--- src/f32sc_pkg.sv ---
// Shared constants and a helper function for the binary32 scale-by-power-of-two unit.
package f32sc_pkg;

  localparam int unsigned WordW  = 32;
  localparam int unsigned ShiftW = 10;
  localparam int unsigned ExpW   = 8;
  localparam int unsigned FracW  = 23;
  localparam int unsigned MantW  = FracW + 1;
  localparam int unsigned LzW    = 5;
  // Wide enough for every biased exponent after the shift count is added.
  localparam int unsigned NewExpW = 11;

  localparam logic [WordW-1:0]  EXP_MASK  = 32'h7F80_0000;
  localparam logic [WordW-1:0]  FRAC_MASK = 32'h007F_FFFF;
  localparam logic [WordW-1:0]  SIGN_MASK = 32'h8000_0000;
  localparam logic [ExpW-1:0]   EXP_ALL_ONES = 8'hFF;
  localparam logic signed [NewExpW-1:0] EXP_OVF   = 11'sd255;
  localparam logic signed [NewExpW-1:0] EXP_MIN_N = 11'sd1;

  // Leading-zero count of a 24-bit significand; a nonzero input is assumed.
  function automatic logic [LzW-1:0] lzc24(input logic [MantW-1:0] v);
    logic [LzW-1:0] cnt;
    cnt = '0;
    for (int i = 0; i < MantW; i++) begin
      if (v[i]) begin
        cnt = LzW'(MantW - 1 - i);
      end
    end
    return cnt;
  endfunction

endpackage

--- src/float32_scale_by_power_of_two_unit.sv ---
// Top level: binary32 scale by a signed power of two (ldexp), fully pipelined.
//
//  channel | ports                                   | handshake
//  --------+-----------------------------------------+------------------------------
//  input   | in_value_bits[31:0], in_shift_amount[9:0] | start & !busy at rising edge
//  result  | out_result_bits[31:0]                   | out_valid, one-cycle strobe
//
// Cycles: one transaction accepted every cycle; the input register takes it on
// acceptance, and the result register, behind the leading-zero count, significand
// shifter and exponent adder, holds the result that out_valid strobes.
// Reset: rst_n synchronous, active low; clears both stage valid flags only.
// Stalls: none. busy stays low and the receiver takes every strobe.
module float32_scale_by_power_of_two_unit (
  input  logic                                clk,
  input  logic                                rst_n,
  input  logic                                start,
  output logic                                busy,
  input  logic [f32sc_pkg::WordW-1:0]         in_value_bits,
  input  logic signed [f32sc_pkg::ShiftW-1:0] in_shift_amount,
  output logic                                out_valid,
  output logic [f32sc_pkg::WordW-1:0]         out_result_bits
);
  import f32sc_pkg::*;

  // ---------------- input register ----------------
  logic                     s1_valid_r;
  logic [WordW-1:0]         s1_value_r;
  logic signed [ShiftW-1:0] s1_shift_r;
  logic                     accept;

  assign busy   = 1'b0;
  assign accept = start && !busy;

  always_ff @(posedge clk) begin
    if (!rst_n) begin
      s1_valid_r <= 1'b0;
    end else begin
      s1_valid_r <= accept;
    end
  end

  always_ff @(posedge clk) begin
    if (accept) begin
      s1_value_r <= in_value_bits;
      s1_shift_r <= in_shift_amount;
    end
  end

  // ---------------- scaling logic ----------------
  logic                      sign;
  logic [ExpW-1:0]           efield;
  logic [FracW-1:0]          frac;
  logic                      is_special;
  logic                      is_subn;
  logic [LzW-1:0]            lz;
  logic [MantW-1:0]          mant;
  logic signed [NewExpW-1:0] exp_in;
  logic signed [NewExpW-1:0] new_exp;
  logic signed [NewExpW-1:0] rsh;
  logic [MantW-1:0]          subn_mant;
  logic [WordW-1:0]          result_nxt;

  assign sign   = s1_value_r[WordW-1];
  assign efield = s1_value_r[WordW-2 -: ExpW];
  assign frac   = s1_value_r[FracW-1:0];

  // NaN/infinity, zero of either sign, or a zero shift pass straight through.
  assign is_special = (efield == EXP_ALL_ONES) || (s1_shift_r == '0)
                   || (s1_value_r[WordW-2:0] == '0);
  assign is_subn    = (efield == '0);

  // Subnormals are normalized: leading one moved to bit 23, exponent 1 - lz.
  assign lz = lzc24({1'b0, frac});

  always_comb begin
    if (is_subn) begin
      mant   = {1'b0, frac} << lz;
      exp_in = EXP_MIN_N - $signed({{(NewExpW-LzW){1'b0}}, lz});
    end else begin
      mant   = {1'b1, frac};
      exp_in = $signed({{(NewExpW-ExpW){1'b0}}, efield});
    end
  end

  assign new_exp = exp_in + NewExpW'(s1_shift_r);
  // Right shift needed to land in the subnormal range.
  assign rsh       = EXP_MIN_N - new_exp;
  assign subn_mant = mant >> rsh[LzW-1:0];

  always_comb begin
    if (is_special) begin
      result_nxt = s1_value_r;
    end else if (new_exp >= EXP_OVF) begin
      result_nxt = {sign, EXP_MASK[WordW-2:0]};
    end else if (new_exp >= EXP_MIN_N) begin
      result_nxt = {sign, new_exp[ExpW-1:0], mant[FracW-1:0]};
    end else if (rsh >= NewExpW'(MantW)) begin
      // Shifted fully out: signed zero.
      result_nxt = {sign, {(WordW-1){1'b0}}};
    end else begin
      result_nxt = {sign, {(WordW-1-MantW){1'b0}}, subn_mant};
    end
  end

  // ---------------- result register ----------------
  logic             out_valid_r;
  logic [WordW-1:0] out_result_r;

  always_ff @(posedge clk) begin
    if (!rst_n) begin
      out_valid_r <= 1'b0;
    end else begin
      out_valid_r <= s1_valid_r;
    end
  end

  always_ff @(posedge clk) begin
    if (s1_valid_r) begin
      out_result_r <= result_nxt;
    end
  end

  assign out_valid       = out_valid_r;
  assign out_result_bits = out_result_r;

`ifndef ASSERT_OFF
  // A strobe only follows a transaction held in the input register.
  a_strobe_src: assert property (@(posedge clk) disable iff (!rst_n)
    out_valid |-> $past(s1_valid_r))
    else $error("result strobe without a staged transaction");

  // Sign bit is always kept.
  a_sign_kept: assert property (@(posedge clk) disable iff (!rst_n)
    s1_valid_r |=> (out_valid && out_result_bits[WordW-1] == $past(s1_value_r[WordW-1])))
    else $error("result sign differs from operand sign");

  // Pass-through cases return the operand bits unchanged.
  a_passthru: assert property (@(posedge clk) disable iff (!rst_n)
    (s1_valid_r && is_special) |=> (out_result_bits == $past(s1_value_r)))
    else $error("special operand not passed through");

  // Overflow saturates to signed infinity.
  a_overflow: assert property (@(posedge clk) disable iff (!rst_n)
    (s1_valid_r && !is_special && new_exp >= EXP_OVF)
      |=> (out_result_bits[WordW-2:0] == EXP_MASK[WordW-2:0]))
    else $error("overflow did not give infinity");
`endif

endmodule
--- config.mk ---
export PLATFORM = sky130hd
export DESIGN_NAME = float32_scale_by_power_of_two_unit
export DESIGN_NICKNAME = d
export VERILOG_FILES = /design/src/f32sc_pkg.sv /design/src/float32_scale_by_power_of_two_unit.sv
export SDC_FILE = /design/constraint.sdc
export NUM_CORES = 1
export LEC_CHECK = 0
export BUFFER_PORTS_ARGS = -buffer_cell sky130_fd_sc_hd__buf_2
export CORE_MARGIN = 2
export CORE_UTILIZATION = 50
export DETAILED_ROUTE_END_ITERATION = 8
export GPL_TIMING_DRIVEN = 0
export PLACE_DENSITY = 0.7
export SETUP_SLACK_MARGIN = 0.1
export SLEW_MARGIN = 20
export SYNTH_ARGS = -nofsm -noshare
export SYNTH_HDL_FRONTEND = slang
export SYNTH_SLANG_ARGS = --single-unit
--- constraint.sdc ---
create_clock -name clk -period 8.3 [get_ports clk]
set_input_delay 0 -clock clk [delete_from_list [all_inputs] [get_ports clk]]
set_output_delay 0 -clock clk [all_outputs]
set_load 0.01 [all_outputs]
==> summary.md <==
| Metric | Value |
|---|---|
| Reg power frac | 0.276 |
| Num CTS Buffers | 9 |
| GRT Residual Overflow | 0 |
| Final Hold Fails | 0 |
| Initial Util | 0.5092 |
| Final worst path period share | 0.9147 |
| DR pass1 iterations | 8 |
| Data required time of the worst path | 8.44 ns |
| Slew Limit Fails | 0 |
| Leakage | 3.174 nW |
| Count of input and output buffers | 77 |
| Power per cell area | 203.3 nW/um^2 |
| Max Used Layer | met4 |
| DIE AREA | 15730 um^2 |
| Multi-input logic area | 4692 um^2 |
| Ys flop type | edfxtp_1 |
| Maxcap violations | 0 |
| Cell internal pwr | 0.0009796 W |
| CP max FO | 19 |
| Buf+Inv Stages, Crit Path | 9 |
| Sequential share of the synthesized area | 0.3068 |
| CORE AREA | 14480 um^2 |
| Setup WS pre-CTS | 0.4323 ns |
| Die span in y | 125.4 um |
| I/O pin total | 79 |
| Clk_skew | 0.01491 ns |
| Post-synthesis cell area | 7373 um^2 |
| Worst Tran Pin Value | 1.032 ns |
| Critical Path Most Common Cell | clkbuf_1 |
| Status | complete, no violations |
| Post-synth ARST share | 0 |
| Setup WS post-layout | 0.7081 ns |
| Number of core rows | 44 |
| Setup Total Neg Slack | 0 ns |
| Critical Path Sink Type | register |
| Tmin final | 7.592 ns |
| Worst min path class | in -> reg |
| # fillers | 1315 |
| Switching power total | 0.0007958 W |
| Fin nets | 1085 |
| Flops & latches, synth | 76 |
| Mean post-synth cell area | 8.229 um^2 |
| Slew HR | 0.3058 |
| Delay-heaviest family, CP | buffers and inverters |
| Tot Pwr | 0.001775 W |
| Routed vias/inst | 7.232 |
| Initial antenna violation count | 1 |
| Vias in the first global route | 8241 |
| Layout cell share with drive strength beyond 1 | 0.1659 |
| Final setup fails | 0 |
| Clk_lat worst skew | 0.37 ns |
| Total number of vias | 8794 |
| H-tree levels | 3 |
| Yosys warning total | 0 |
| Clock Tree Buf Depth | 2 |
| Critical path arrival | 7.74 ns |
| WS Path Type | reg -> reg |
| Clk network pwr share | 0.235 |
| Area Growth Syn to Fin | 18.41% |
| FF+latch area | 2263 um^2 |
| Wire length on met1 | 12150 um |
| Antenna violation net count after detailed routing | 0 |
| Switching part of the total power | 0.4482 |
| Total track usage | 0.4100 |
| Commonest cells post-synth | nor2_1 (100), nand2_1 (78), edfxtp_1 (74) |
| Largest net degree at the start of global routing | 44 |
| Netlist cell types | 84 |
| Max VDD drop | 105.1 uV |
| Synth top area share | 0.3014 |
| CTS Sinks | 76 |
| Most used standard cell by instance count after synthesis | nor2_1 |
| Met2 wire length | 14620 um |
| Initial DRC Count | 1546 |
| Comb pwr share | 0.489 |
| Hold slack | 0.3374 ns |
| Root Buffer | clkbuf_16 |
| GP Congestion | 1.031 |
| Synth Instances | 896 |
| Chip width | 125.4 um |
| Top cells by area, synth | edfxtp_1 (30%), nor2_1 (5.1%), a21oi_1 (4.4%) |
| Clock transition at path regs | 0.07 ns |
| Syn_nets | 955 |
| CTS tree | done |
| First-pass GRT wire length | 49210 um |
| Dpl hpwl | 24380 um |
| Unrepaired setup endpoints after global routing | false |
| Setup bufs post-CTS | 0 |
| Slowest cell on the critical path | nor3_2 |
| WL met3 | 3755 um |
| Max stage delay on crit path | 0.55 ns |
| Post-synth EDFFs | 74 |
| Peak Freq | 0.1317 GHz |
| Routed wire length | 32960 um |
| Critical Path Start Type | register |
| Critical path cell sequence | clkbuf_1 > nor4_2 > a211oi_2 > nor3_2 > buf_2 > buf_2 > a21o_1 > fa_1 > clkbuf_1 > inv_1 > clkbuf_2 > ha_1 > nor3b_1 > nor3b_1 > nand4b_1 > a2bb2oi_1 > or2_2 > clkbuf_1 > or3_1 > clkbuf_1 > nand2b_1 > clkbuf_1 > o21ai_0 |
| Detailed-route DRC error count | 0 |
| Leading area contributor after synthesis | edfxtp_1 |
| Drt wl/cell | 27.11 um |
power by group through the flow:
stage                     Sequential (W)  Clock, W  Combinational (W)
after floorplan                 0.000498         0           0.000542
after CTS                       0.000490  0.000412           0.000825
after global routing            0.000493  0.000430           0.000909
after detailed placement        0.000498         0           0.000805
final                           0.000490  0.000417           0.000868
after global placement          0.000496         0           0.000814
worst register-to-register path, cell delays in order, from the launching register on:
cell	delay, ns
edfxtp_1	0.38
clkbuf_1	0.36
nor4_2	0.33
a211oi_2	0.20
nor3_2	0.55
buf_2	0.37
buf_2	0.34
a21o_1	0.22
fa_1	0.49
clkbuf_1	0.29
inv_1	0.26
clkbuf_2	0.45
ha_1	0.38
nor3b_1	0.26
nor3b_1	0.21
nand4b_1	0.15
a2bb2oi_1	0.20
or2_2	0.29
clkbuf_1	0.18
or3_1	0.33
clkbuf_1	0.24
nand2b_1	0.21
clkbuf_1	0.31
o21ai_0	0.39
stage by stage:
| stage | instances | util | instance area (um^2) |
|---|---|---|---|
| final | 1216 | 0.6030 | 8731 |
| after global routing | 1216 | 0.6030 | 8731 |
| after CTS | 1216 | 0.6030 | 8731 |
| after detailed placement | 1157 | 0.5526 | 8001 |
| after global placement | 1157 | 0.5518 | 7989 |
| after floorplan | 896 | - | 7373 |
final cells by class:
class	instances	share of cell area
diodes	1	0.0002866
inverters	24	0.01032
repair buffers	120	0.09344
clock inverters	7	0.008455
plain buffers	71	0.03869
flip-flops and latches	76	0.2592
well taps	184	0.02637
clock buffers	9	0.02580
multi-input cells	724	0.5374
timing repair:
item,in CTS,in global routing
hold buffers,43,0
gates resized for setup,0,2
endpoints found under the hold margin,44,0
setup endpoints to repair,0,12
final timing paths:
check | from | endpoint | slack, ns | cells past startpoint
setup / recovery | s1_value_r[6] | out_result_bits[12] | 0.71 | 23
hold / removal | in_value_bits[9] | s1_value_r[9] | 0.34 | 2
setup reg to reg | s1_value_r[6] | out_result_bits[12] | 0.71 | 23
hold reg to reg | s1_value_r[31] | out_result_bits[31] | 0.43 | 0
cell usage in the layout, fill, tap and decap left out, types with 9 or more instances in the layout:
master,Yosys,layout
o221ai_1,10,10
and2_1,12,12
a22oi_1,14,14
nor4_1,13,13
a21oi_1,65,65
o21ai_0,51,51
edfxtp_1,74,74
o21bai_1,9,9
nor3_1,39,38
nand2_1,78,78
mux2i_1,21,21
ha_1,13,13
a211oi_1,31,31
o211ai_1,28,28
nand2b_1,11,11
or3_1,10,10
clkbuf_1,39,37
inv_1,19,19
nand4_1,10,10
a21o_1,10,10
dlygate4sd3_1,0,43
nand3_1,25,25
nor2_1,100,100
clkbuf_16,0,9
o31ai_1,10,10
o22ai_1,9,9
buf_2,19,96
sequential cells by signal (all words and copies together), names as in the netlist:
signal and count:
out_result_bits 32, out_valid 1, s1_shift_r 10, s1_valid_r 1, s1_value_r 32
logic make-up after synthesis:
kind of cell | share of synthesized area
xor+xnor | 0.01307
mux | 0.05023
flops | 0.3068
fa+ha+maj | 0.02478
simple gates | 0.2169
compound gates | 0.3294
buf+inv | 0.05837
other cells | 0.0005086
metal layers:
| layer | global-route usage | vias up |
|---|---|---|
| met4 | 0.2758 | 0 |
| met5 | 0 | - |
| met3 | 0.08045 | 183 |
| met1 | 0.5125 | 4057 |
| li1 | - | 3756 |
| met2 | 0.6420 | 798 |
(Power assumes the default switching activity.)
